==> config.mk <==
export PLATFORM = sky130hd
export DESIGN_NAME = odo_fifo
export DESIGN_NICKNAME = d
export VERILOG_FILES = /design/src/hw/rtl/odo_pkg.sv /design/src/hw/rtl/odo_fifo.sv
export SDC_FILE = /design/constraint.sdc
export NUM_CORES = 1
export LEC_CHECK = 0
export ABC_AREA = 1
export BUFFER_PORTS_ARGS = -buffer_cell sky130_fd_sc_hd__buf_2
export CAP_MARGIN = 0
export CORE_ASPECT_RATIO = 0.5
export CORE_MARGIN = 4
export CORE_UTILIZATION = 55
export CTS_CLUSTER_DIAMETER = 200
export DETAILED_ROUTE_END_ITERATION = 10
export GPL_ROUTABILITY_DRIVEN = 0
export GPL_TIMING_DRIVEN = 0
export HOLD_SLACK_MARGIN = 0.12
export PLACE_DENSITY = 0.76
export SYNTH_ARGS = -nofsm -noshare
export SYNTH_HDL_FRONTEND = slang
export SYNTH_SLANG_ARGS = --single-unit
==> constraint.sdc <==
create_clock -name clk -period 8.36 [get_ports clk]
set_input_delay 1.254 -clock clk [delete_from_list [all_inputs] [get_ports clk]]
set_output_delay 1.254 -clock clk [all_outputs]
set_load 0.02 [all_outputs]
==> src/hw/rtl/odo_pkg.sv <==
// Shared types, constants and the Q16.16 saturation helper for the wheel odometry block.
// No dependencies; imported by every module under hw/rtl.
`default_nettype none

package odo_pkg;

    localparam int unsigned WINDOW_LENGTH_DEF = 8;
    localparam int unsigned FIFO_DEPTH_DEF    = 8;

    localparam int unsigned DATA_W    = 32;
    localparam int unsigned SUM_W     = 40;
    localparam int unsigned PROD_W    = 64;
    localparam int unsigned PERIOD_W  = 16;
    localparam int unsigned ELAPSED_W = 17;
    localparam int unsigned IDX_W     = 3;
    localparam int unsigned S_TDATA_W = 8;

    localparam logic [PERIOD_W-1:0] PERIOD_RESET = 16'd100;
    localparam logic [DATA_W-1:0]   SAT_MAX      = 32'h7FFF_FFFF;
    localparam logic [DATA_W-1:0]   SAT_MIN      = 32'h8000_0000;

    typedef enum logic [IDX_W-1:0] {
        REG_DIR_WHEEL1     = 3'd0,
        REG_DIR_WHEEL2     = 3'd1,
        REG_PERIOD_TICKS   = 3'd2,
        REG_DISTANCE_SCALE = 3'd3,
        REG_OMEGA_SCALE    = 3'd4,
        REG_VELOCITY_SCALE = 3'd5
    } cfg_index_t;

    typedef struct packed {
        logic [DATA_W-1:0] velocity_scale;
        logic [DATA_W-1:0] omega_scale;
        logic [DATA_W-1:0] distance_scale;
    } odo_scales_t;

    typedef struct packed {
        logic signed [DATA_W-1:0] speed;
        logic signed [DATA_W-1:0] omega;
        logic signed [DATA_W-1:0] distance;
    } wheel_result_t;

    typedef struct packed {
        wheel_result_t wheel2;
        wheel_result_t wheel1;
    } odo_result_t;

    localparam int unsigned M_TDATA_W = $bits(odo_result_t);

    function automatic logic [DATA_W-1:0] sat_q16(
        input logic              neg,
        input logic              hi_nz,
        input logic              scale_zero,
        input logic [PROD_W-1:0] prod
    );
        logic [DATA_W-1:0] r;
        if (scale_zero)
            r = '0;
        else if (hi_nz)
            r = neg ? SAT_MIN : SAT_MAX;
        else if (neg)
            r = (prod >= {{(PROD_W-DATA_W){1'b0}}, SAT_MIN}) ? SAT_MIN
                : (DATA_W'(0) - prod[DATA_W-1:0]);
        else
            r = (prod > {{(PROD_W-DATA_W){1'b0}}, SAT_MAX}) ? SAT_MAX : prod[DATA_W-1:0];
        return r;
    endfunction

endpackage

`default_nettype wire

==> src/hw/rtl/odo_fifo.sv <==
// Result queue in front of the output stream; absorbs results while the consumer stalls.
// Depends on odo_pkg.
`default_nettype none

module odo_fifo
    import odo_pkg::*;
#(
    parameter int unsigned FIFO_DEPTH = FIFO_DEPTH_DEF
)
(
    input  wire logic                              clk,
    input  wire logic                              rst_n,
    input  wire logic                              push,
    input  wire odo_result_t                       push_data,
    input  wire logic                              pop,
    output odo_result_t                            head,
    output logic                                   not_empty,
    output logic [$clog2(FIFO_DEPTH+1)-1:0]        fill
);

    localparam int unsigned PTR_W  = (FIFO_DEPTH > 1) ? $clog2(FIFO_DEPTH) : 1;
    localparam int unsigned FILL_W = $clog2(FIFO_DEPTH+1);

    odo_result_t       store_reg [FIFO_DEPTH];
    logic [PTR_W-1:0]  wr_ptr_reg;
    logic [PTR_W-1:0]  rd_ptr_reg;
    logic [FILL_W-1:0] fill_reg;

    function automatic logic [PTR_W-1:0] ptr_inc(input logic [PTR_W-1:0] p);
        return (p == PTR_W'(FIFO_DEPTH-1)) ? '0 : (p + PTR_W'(1));
    endfunction

    always_ff @(posedge clk)
    begin
        if (push)
        begin
            store_reg[wr_ptr_reg] <= push_data;
        end
    end

    always_ff @(posedge clk or negedge rst_n)
    begin
        if (!rst_n)
        begin
            wr_ptr_reg <= '0;
            rd_ptr_reg <= '0;
            fill_reg   <= '0;
        end
        else
        begin
            if (push)
                wr_ptr_reg <= ptr_inc(wr_ptr_reg);
            if (pop)
                rd_ptr_reg <= ptr_inc(rd_ptr_reg);
            if (push && !pop)
                fill_reg <= fill_reg + FILL_W'(1);
            else if (pop && !push)
                fill_reg <= fill_reg - FILL_W'(1);
        end
    end

    assign head      = store_reg[rd_ptr_reg];
    assign not_empty = (fill_reg != '0);
    assign fill      = fill_reg;

endmodule

`default_nettype wire

# Word level (Yosys, flattened, before mapping)
# Memories as Yosys holds them, arrays and structs flattened.
# Index checks and enable logic that the tools add are counted.
# totals
elab_cells,22
register_bits,10
in_bits,196
latch_bits,0
n_memories,1
mem_bits_rw,1536
out_inout_bits,197
mem_bits_ro,0
# memory_table
memory,words,width,read_ports,rd_clocked_by_memory_dff,write_ports,line_no,rtl
store_reg,8,192,1,0,1,odo_fifo.sv:24,odo_result_t store_reg [FIFO_DEPTH];
# op_classes
div,0
n_mux,6
n_lt_le_gt_ge,0
multipliers,0
n_shift,0
bitwise,0
eq_ne,2
reduce_logical,6
addsub,4
# ops
op,n
$mux 4,2
$add 3x1->3 const B,2
$eq 3x3->1 const B,2
$mux 3,2
$add 4x1->4 const B,1
$reduce_bool 4->1,1
$sub 4x1->4 const B,1
$logic_and 1x1->1,2
$logic_not 1->1,2
$mux 1,2
$reduce_bool 2->1,1

# Depth between registers and ports, before layout
# Gate-level depths: netlist of the first run.
# depth
word_depth,4
mapped_depth,10
mapped_depth_nobuf,10

# Worst setup path after synthesis of the first run
# Ideal clock, no wire load.
# synth_timing
path_kind,input -> register
start,input push
end,"memory store_reg[1][0] (netlist name), enable pin"
stages,2
path_buffers,0
arrival_ps,9329
setup_time_ps,748
setup_slack_ps,-1718
required_time_ps,7612
cell_sequence,nand2_1 nor2_1
# synth_via
elab_chain_len,2
# synth_lines
element,line_no,rtl
"start, declared",odo_fifo.sv:13,"input wire logic push,"
$mux 1,odo_fifo.sv:35,if (push)
$mux 1 (not written as such),odo_fifo.sv:37,store_reg[wr_ptr_reg] <= push_data;
"end, declared",odo_fifo.sv:24,
# No other way between the ends.

==> results of run 1 <==
power groups by stage:
| stage | registers [mW] | logic [mW] | clock network (mW) |
|---|---|---|---|
| floorplan | 10.0 | 5.76 | 0 |
| finish | 9.62 | 9.51 | 6.23 |
| global placement | 10.3 | 9.01 | 0 |
| global route | 9.67 | 10.4 | 6.60 |
| CTS | 9.62 | 9.50 | 6.28 |
| detailed placement | 9.78 | 9.42 | 0 |
cells in the final DEF, fill, tap and decap left out:
master / synthesis / routed
clkinv_4: 0 / 1
buf_4: 14 / 14
or2_2: 1 / 1
ha_1: 7 / 7
buf_2: 198 / 590
buf_6: 7 / 7
edfxtp_1: 1536 / 1536
diode_2: 0 / 18
clkinvlp_4: 0 / 1
clkbuf_1: 66 / 98
inv_6: 0 / 9
nand2_1: 2518 / 2518
clkinv_2: 0 / 20
clkinv_8: 0 / 1
xnor2_1: 2 / 2
nor2_4: 0 / 8
a21oi_1: 2 / 2
inv_2: 1 / 1
fa_1: 1 / 1
o21ai_0: 6 / 6
buf_12: 0 / 54
inv_1: 779 / 779
nand3_1: 5 / 5
dfrtp_1: 10 / 10
clkinv_1: 0 / 29
buf_1: 13 / 13
buf_16: 0 / 10
nor2_1: 1547 / 1539
buf_8: 0 / 1
clkbuf_16: 0 / 142
bufinv_16: 0 / 10
cell families (layout without fill, tap and decap cells):
logic type	Yosys count	in the layout	share of synthesized area (%)
buf+inv	1078	1780	6.64
xor+xnor	2	2	0.0265
fa+ha+maj	8	8	0.162
simple gates	4071	4071	23.1
other cells	0	18	0
compound gates	8	8	0.0605
flops	1546	1546	70.0
worst max path at each step:
stage | cells after the start | slack [ns] | to | startpoint
finish | 5 | 3.70 | head[74] | rd_ptr_reg[2]
global route | 5 | 3.65 | head[74] | rd_ptr_reg[2]
CTS | 6 | 3.47 | head[31] | rd_ptr_reg[2]
detailed placement | 6 | 4.39 | head[27] | rd_ptr_reg[2]
global placement | 3 | -9.48 | store_reg[7][100] | push
floorplan | 2 | -1.72 | store_reg[3][0] | push
cell type report:
type	count	share of cell area (%)
plain buffers	298	1.94
repair buffers	457	4.39
flip-flops and latches	1546	61.1
well taps	1592	2.62
multi-input cells	4089	20.4
clock inverters	71	0.817
clock buffers	174	4.84
diodes	18	0.0593
inverters	780	3.85
routing by layer:
metal	global-route usage (%)	up-vias
met4	11.8	6
met3	3.81	377
met1	34.7	21500
met5	0	-
li1	-	22000
met2	45.8	2163
worst reg2reg max path, stage by stage, from the launching register on:
cell     delay (ns)
dfrtp_1        0.40
inv_1          0.09
nand2_1        0.23
nor2_4         0.86
buf_12         0.32
buf_12         0.24
buf_12         0.26
synthesized netlist by cell type (2+ instances only):
master       n  area (um2)
a21oi_1      2        10.0
buf_1       13        48.8
buf_2      198         991
buf_4       14         105
buf_6        7        78.8
clkbuf_1    66         248
dfrtp_1     10         250
edfxtp_1  1536       46100
ha_1         7        87.6
inv_1      779        2920
nand2_1   2518        9450
nand3_1      5        25.0
nor2_1    1547        5810
o21ai_0      6        30.0
xnor2_1      2        17.5
stage by stage:
| step | setup WS (ns) | area [um2] | power, mW | hold WS, ns |
|---|---|---|---|---|
| 6_report | 3.70 | 76000 | 25.4 | 0.340 |
| 5_1_grt | 3.65 | 75900 | 26.7 | 0.345 |
| 4_1_cts | 3.47 | 75900 | 25.4 | 0.290 |
| 3_5_place_dp | 4.39 | 71600 | 19.2 | 0.540 |
| 3_3_place_gp | -9.48 | 70200 | 19.3 | 0.532 |
| 2_1_floorplan | -1.72 | 66200 | 15.8 | 0.569 |
==> results.md, run 1 <==
- Global-route wire length before repair: 255 mm
- Die span in y: 253 um
- Crit Path Category: reg -> out
- CTS sink cnt: 1546
- MaxCap Viol Count: 0
- Clock share of power: 24.6%
- Cell family with most CP delay: buffers and inverters
- Worst R2R Start: wr_ptr_reg[0]
- CP max FO: 10
- Crit path buf inv count: 3
- Yosys warning total: 0
- Worst R2R Setup Slack: 5.62 ns
- Layout cells sized above 1: 11.7%
- Register area: 46400 um2
- Placed instance count: 8761
- Primary FF master, synth: edfxtp_1
- Final hold vios: 0
- Final wirelength: 173 mm
- Worst path cell trace: clkbuf_1, clkbuf_1, nand2_1, nand2_1, buf_2
- Fin crit period: 4.66 ns
- Worst Skew: 0.0165 ns
- Post-CTS Setup Inserts: 0
- Area of the multi-input gates: 15500 um2
- DRT Pass-1 Iters: 6
- Worst-case clock buffer depth: 3
- Power share of the combinational group: 37.5%
- Layout fillers: 8855
- Metal1 wirelength: 66.9 mm
- Critical Path Max Stage Delay: 0.99 ns
- FMAX: 0.215 GHz
- Post-DP HPWL: 111 mm
- Final Max Tran Viols: 0
- Mapped cell area: 66200 um2
- DIE AREA: 126000 um2
- H-Tree Depth: 4
- Yosys reg bits: 1546
- Seq/Total Area, Yosys: 70.0%
- Layout Utilization: 64.0%
- Antenna violations before repair: 37
- Worst vdd ir: 0.000181 V
- Crit path launch type: flop
- Drt drc: 0
- Wire length on met2: 85.3 mm
- Hold_buf cts: 0
- CTS tree: done
- Ys async rst share: 0.647%
- Worst Hold Class: in -> async
- CP max stage cell: clkbuf_1
- Syn Area/Cell: 9.87 um2
- Core area: 119000 um2
- Detail Route Antenna Nets: 0
- Max-Slew Margin vs Limit: 12.6%
- Worst Tran Pin Value: 1.31 ns
- Clock Latency Late Sink: 0.78 ns
- Post-CTS sizing: 0
- Final nets: 7512
- Sw Share: 38.8%
- Syn nets: 6917
- Non-filler instance count after layout: 9025
- WL met3: 14.1 mm
- Final worst path period share: 55.8%
- DR iter-0 viols: 5250
- Die W: 499 um
- Leakage: 33.3 nW
- Max layer used: met5
- Cell internal pwr: 15.5 mW
- Clk slew on worst S/H paths: 0.07 ns
- Total track usage: 26.8%
- Port Buf Inserts: 392
- Initial core utilization: 55.8%
- Via density: 5.11
- Max reg flops: 1536
- Cell Pwr Density: 334 nW/um2
- Worst Reg2Reg Path Length in Cells: 6
- Flop pwr share: 37.9%
- Syn Inst Count: 6713
- Vias in the first global route: 43400
- Distinct cells, synth: 18
- FF-to-FF End: store_reg[6][97]
- Status: complete, no violations
- RSZ-0062 raised after global routing: false
- Post-synth EDFFs: 1536
- Largest net degree at the start of global routing: 32
- GRT overflow: 0
- Clock root buffer: clkbuf_16
- Setup total negative slack: 0 ns
- CTS Buf Count: 136
- Crit end category: output pin
- Boundary Pins: 393
- Area growth, synth to finish: 14.7%
- Rows: 89
- # setup viols final: 0
- Sw power: 9.84 mW
- Worst EP arrival: 3.41 ns
- Wire per inst: 19.1 um
- Crit path required time: 7.11 ns
- Via count: 46100
Power figures use the tool's default switching activity.
==> inputs of run 2 (changes only) <==
--- a/config.mk
+++ b/config.mk
@@ -5,18 +5,18 @@
 export SDC_FILE = /design/constraint.sdc
 export NUM_CORES = 1
 export LEC_CHECK = 0
-export ABC_AREA = 1
+export ABC_AREA = 0
 export BUFFER_PORTS_ARGS = -buffer_cell sky130_fd_sc_hd__buf_2
 export CAP_MARGIN = 0
 export CORE_ASPECT_RATIO = 0.5
 export CORE_MARGIN = 4
-export CORE_UTILIZATION = 55
+export CORE_UTILIZATION = 54
 export CTS_CLUSTER_DIAMETER = 200
 export DETAILED_ROUTE_END_ITERATION = 10
 export GPL_ROUTABILITY_DRIVEN = 0
 export GPL_TIMING_DRIVEN = 0
 export HOLD_SLACK_MARGIN = 0.12
-export PLACE_DENSITY = 0.76
+export PLACE_DENSITY = 0.75
 export SYNTH_ARGS = -nofsm -noshare
 export SYNTH_HDL_FRONTEND = slang
 export SYNTH_SLANG_ARGS = --single-unit
==> constraint.sdc (replaced) <==
create_clock -name clk -period 4.1 [get_ports clk]
set_input_delay 0.615 -clock clk [delete_from_list [all_inputs] [get_ports clk]]
set_output_delay 0.615 -clock clk [all_outputs]
set_load 0.02 [all_outputs]
==> results.md, run 2 <==
- Layout cells sized above 1: 41.8% (was 11.7%)
- Boundary Pins: 393 (unchanged)
- Clock Latency Late Sink: 0.75 ns (was 0.78 ns)
- Via count: 27500 (was 46100)
- Register area: 46400 um2 (unchanged)
- FMAX: 0.249 GHz
- Simple-Gate Fraction of Synth Area: 0.223% (was 23.1%)
- Seq/Total Area, Yosys: 79.6% (was 70.0%)
- MaxCap Viol Count: 0 (unchanged)
- Total track usage: 23.2% (was 26.8%)
- Layout Utilization: 66.3% (was 64.0%)
- Area of the multi-input gates: 11300 um2 (was 15500 um2)
- Clock share of power: 24.7% (was 24.6%)
- Final Max Tran Viols: 0 (unchanged)
- DR iter-0 viols: 2707 (was 5250)
- Setup total negative slack: 0 ns (unchanged)
- Rows: 84 (was 89)
- Antenna violations before repair: 10 (was 37)
- Final wirelength: 130 mm (was 173 mm)
- Area contributors post-synth: edfxtp_1 (79%), mux4_2 (15%), mux2_2 (3.8%) (was edfxtp_1 (70%), nand2_1 (14%), nor2_1 (8.8%))
- Yosys reg bits: 1546 (unchanged)
- Final nets: 3296 (was 7512)
- CTS sink cnt: 1546 (unchanged)
- Syn Area/Cell: 25.5 um2 (was 9.87 um2)
- Ys async rst share: 0.647% (unchanged)
- DRT Pass-1 Iters: 7 (was 6)
- Core area: 106000 um2 (was 119000 um2)
- Mapped cell area: 58300 um2 (was 66200 um2)
- Crit end category: output pin (unchanged)
- Area share of the largest cell type after synthesis: 79.1% (was 69.6%)
- Yosys warning total: 0 (unchanged)
- Post-synth EDFFs: 1536 (unchanged)
- CTS tree: done (unchanged)
- Clk slew on worst S/H paths: 0.07 ns (about the same)
- Wire per inst: 28.2 um (was 19.1 um)
- Design Area, Final: 70300 um2 (was 76000 um2)
- Clock root buffer: clkbuf_16 (unchanged)
- Max-Slew Margin vs Limit: 33.0% (was 12.6%)
- Detail Route Antenna Nets: 0 (unchanged)
- Distinct cells, synth: 25 (was 18)
- Worst-case clock buffer depth: 3 (unchanged)
- Worst Skew: 0.0160 ns (was 0.0165 ns)
- Final hold vios: 0 (unchanged)
- Crit Path Category: reg -> out (unchanged)
- Synth cell count leaders: edfxtp_1 (1536), mux4_2 (384), mux2_2 (197) (was nand2_1 (2518), nor2_1 (1547), edfxtp_1 (1536))
- Crit path required time: 3.48 ns (was 7.11 ns)
- Flop pwr share: 40.2% (was 37.9%)
- Crit path launch type: flop (unchanged)
- Main combinational cell family by area after synthesis: multiplexers (was simple AND/OR/NAND/NOR gates)
- Primary FF master, synth: edfxtp_1 (unchanged)
- CTS Buf Count: 134 (was 136)
- Sw Share: 31.6% (was 38.8%)
- Post-DP HPWL: 81.0 mm (was 111 mm)
- Post-DP Area: 64100 um2 (was 71600 um2)
- Initial core utilization: 55.0% (was 55.8%)
- GRT overflow: 0 (unchanged)
- CP max FO: 10 (unchanged)
- Max reg flops: 1536 (unchanged)
- Vias in the first global route: 28800 (was 43400)
- Port Buf Inserts: 392 (unchanged)
- Syn Inst Count: 2284 (was 6713)
- Power share of the combinational group: 35.1% (was 37.5%)
- Largest net degree at the start of global routing: 26 (was 32)
- Cell Pwr Density: 715 nW/um2 (was 334 nW/um2)
- Worst vdd ir: 0.000365 V (was 0.000181 V)
- Most common cell after layout, fill and taps aside: edfxtp_1 (was nand2_1)
- Leading area contributor after synthesis: edfxtp_1 (unchanged)
- DIE AREA: 114000 um2 (was 126000 um2)
- Cell internal pwr: 34.4 mW (was 15.5 mW)
- Hold_ws: 0.186 ns (was 0.340 ns)
- H-Tree Depth: 4 (unchanged)
- Status: complete, no violations (unchanged)
- Most common cell in the synthesized netlist: edfxtp_1 (was nand2_1)
- Leakage: 23.1 nW (was 33.3 nW)
- Final worst path period share: 98.1%
- Sw power: 15.9 mW (was 9.84 mW)
- Post-synthesis xor/xnor area fraction: 0.0301% (was 0.0264%)
- Worst Tran Pin Value: 1.00 ns (was 1.31 ns)
- Post-synthesis adder-cell area fraction: 0.185% (was 0.162%)
- Mux contribution to synthesized area: 18.7% (was 0%)
- Synth Area in Compound Gates: 0.0880% (was 0.0605%)
- Die W: 473 um (was 499 um)
- Worst Hold Class: in -> reg (was in -> async)
- Area growth, synth to finish: 20.7% (was 14.7%)
- Syn nets: 2488 (was 6917)
- Via density: 5.95 (was 5.11)
- # setup viols final: 0 (unchanged)
- Global-route wire length before repair: 192 mm (was 255 mm)
- Drt drc: 0 (unchanged)
- Worst EP arrival: 3.41 ns (about the same)
- Fin crit period: 4.02 ns
- Layout fillers: 6443 (was 8855)
- Die span in y: 240 um (was 253 um)
- Total power: 50.3 mW (was 25.4 mW)
- Most frequent cells in the layout: edfxtp_1 (1536), buf_2 (415), mux4_2 (384) (was nand2_1 (2518), nor2_1 (1539), edfxtp_1 (1536))
[run 2: area by class of cell]
| type | instances | area share [%] |
|---|---|---|
| flip-flops and latches | 1546 | 66.0 |
| multi-input cells | 626 | 16.0 |
| repair buffers | 672 | 8.34 |
| clock buffers | 163 | 5.11 |
| well taps | 1419 | 2.53 |
| plain buffers | 108 | 1.07 |
| clock inverters | 77 | 0.943 |
| inverters | 4 | 0.0214 |
| diodes | 6 | 0.0214 |
[run 2: worst paths after layout]
path	start	to	slack (ns)	cells past startpoint
max	rd_ptr_reg[1]	head[76]	0.08	6
min in group asynchronous	rst_n	fill[2]	0.27	2
min	push_data[91]	store_reg[0][91]	0.19	1
min reg2reg	fill[2]	fill[2]	0.56	2
max reg2reg	wr_ptr_reg[2]	store_reg[4][67]	1.37	7
max in group asynchronous	rst_n	wr_ptr_reg[0]	3.62	2
[run 2: logic make-up after synthesis]
logic type / count (synthesis)
muxes: 582
and+or+nand+nor: 26
xor gates and xnor gates: 2
DFF: 1546
adders and majority gates: 8
AOI/OAI and AO/OA: 8
buffers and inverters: 112
[run 2: layer usage]
metal,global-route usage [%],vias to the layer above,part of all wire (%)
met5,0,-,0.020
met1,30.9,14800,39
met3,3.13,192,5.2
li1,-,11500,-
met2,40.2,1028,53
met4,7.78,4,2.6
[run 2: power by group through the flow]
stage          Combinational, mW  Clock, mW  Sequential (mW)
6_report                    17.6       12.4             20.2
5_1_grt                     18.6       13.3             20.3
4_1_cts                     18.0       12.6             20.2
3_5_place_dp                17.7          0             20.5
3_3_place_gp                16.6          0             20.9
2_1_floorplan               11.2          0             20.6
[run 2: critical path, stage by stage, from the launching register on]
cell	delay, ns
dfrtp_1	0.36
buf_2	0.36
buf_2	0.46
buf_1	0.60
mux4_2	0.42
mux2_2	0.29
buf_2	0.17
[run 2: metrics by stage]
step	std cells	setup slack, ns
final	4621	0.0786
after global routing	4621	-0.00949
after CTS	4615	0.000198
after detailed placement	4182	0.634
after global placement	4095	-6.63
after floorplan	2284	-1.64
[run 2: repair_timing]
item | in CTS | in global routing
hold buffers | 193 | 0
endpoints found under the hold margin | 1538 | 0
gates resized for setup | 23 | 10
buffers inserted | 0 | 0
endpoints found under the setup margin | 135 | 46
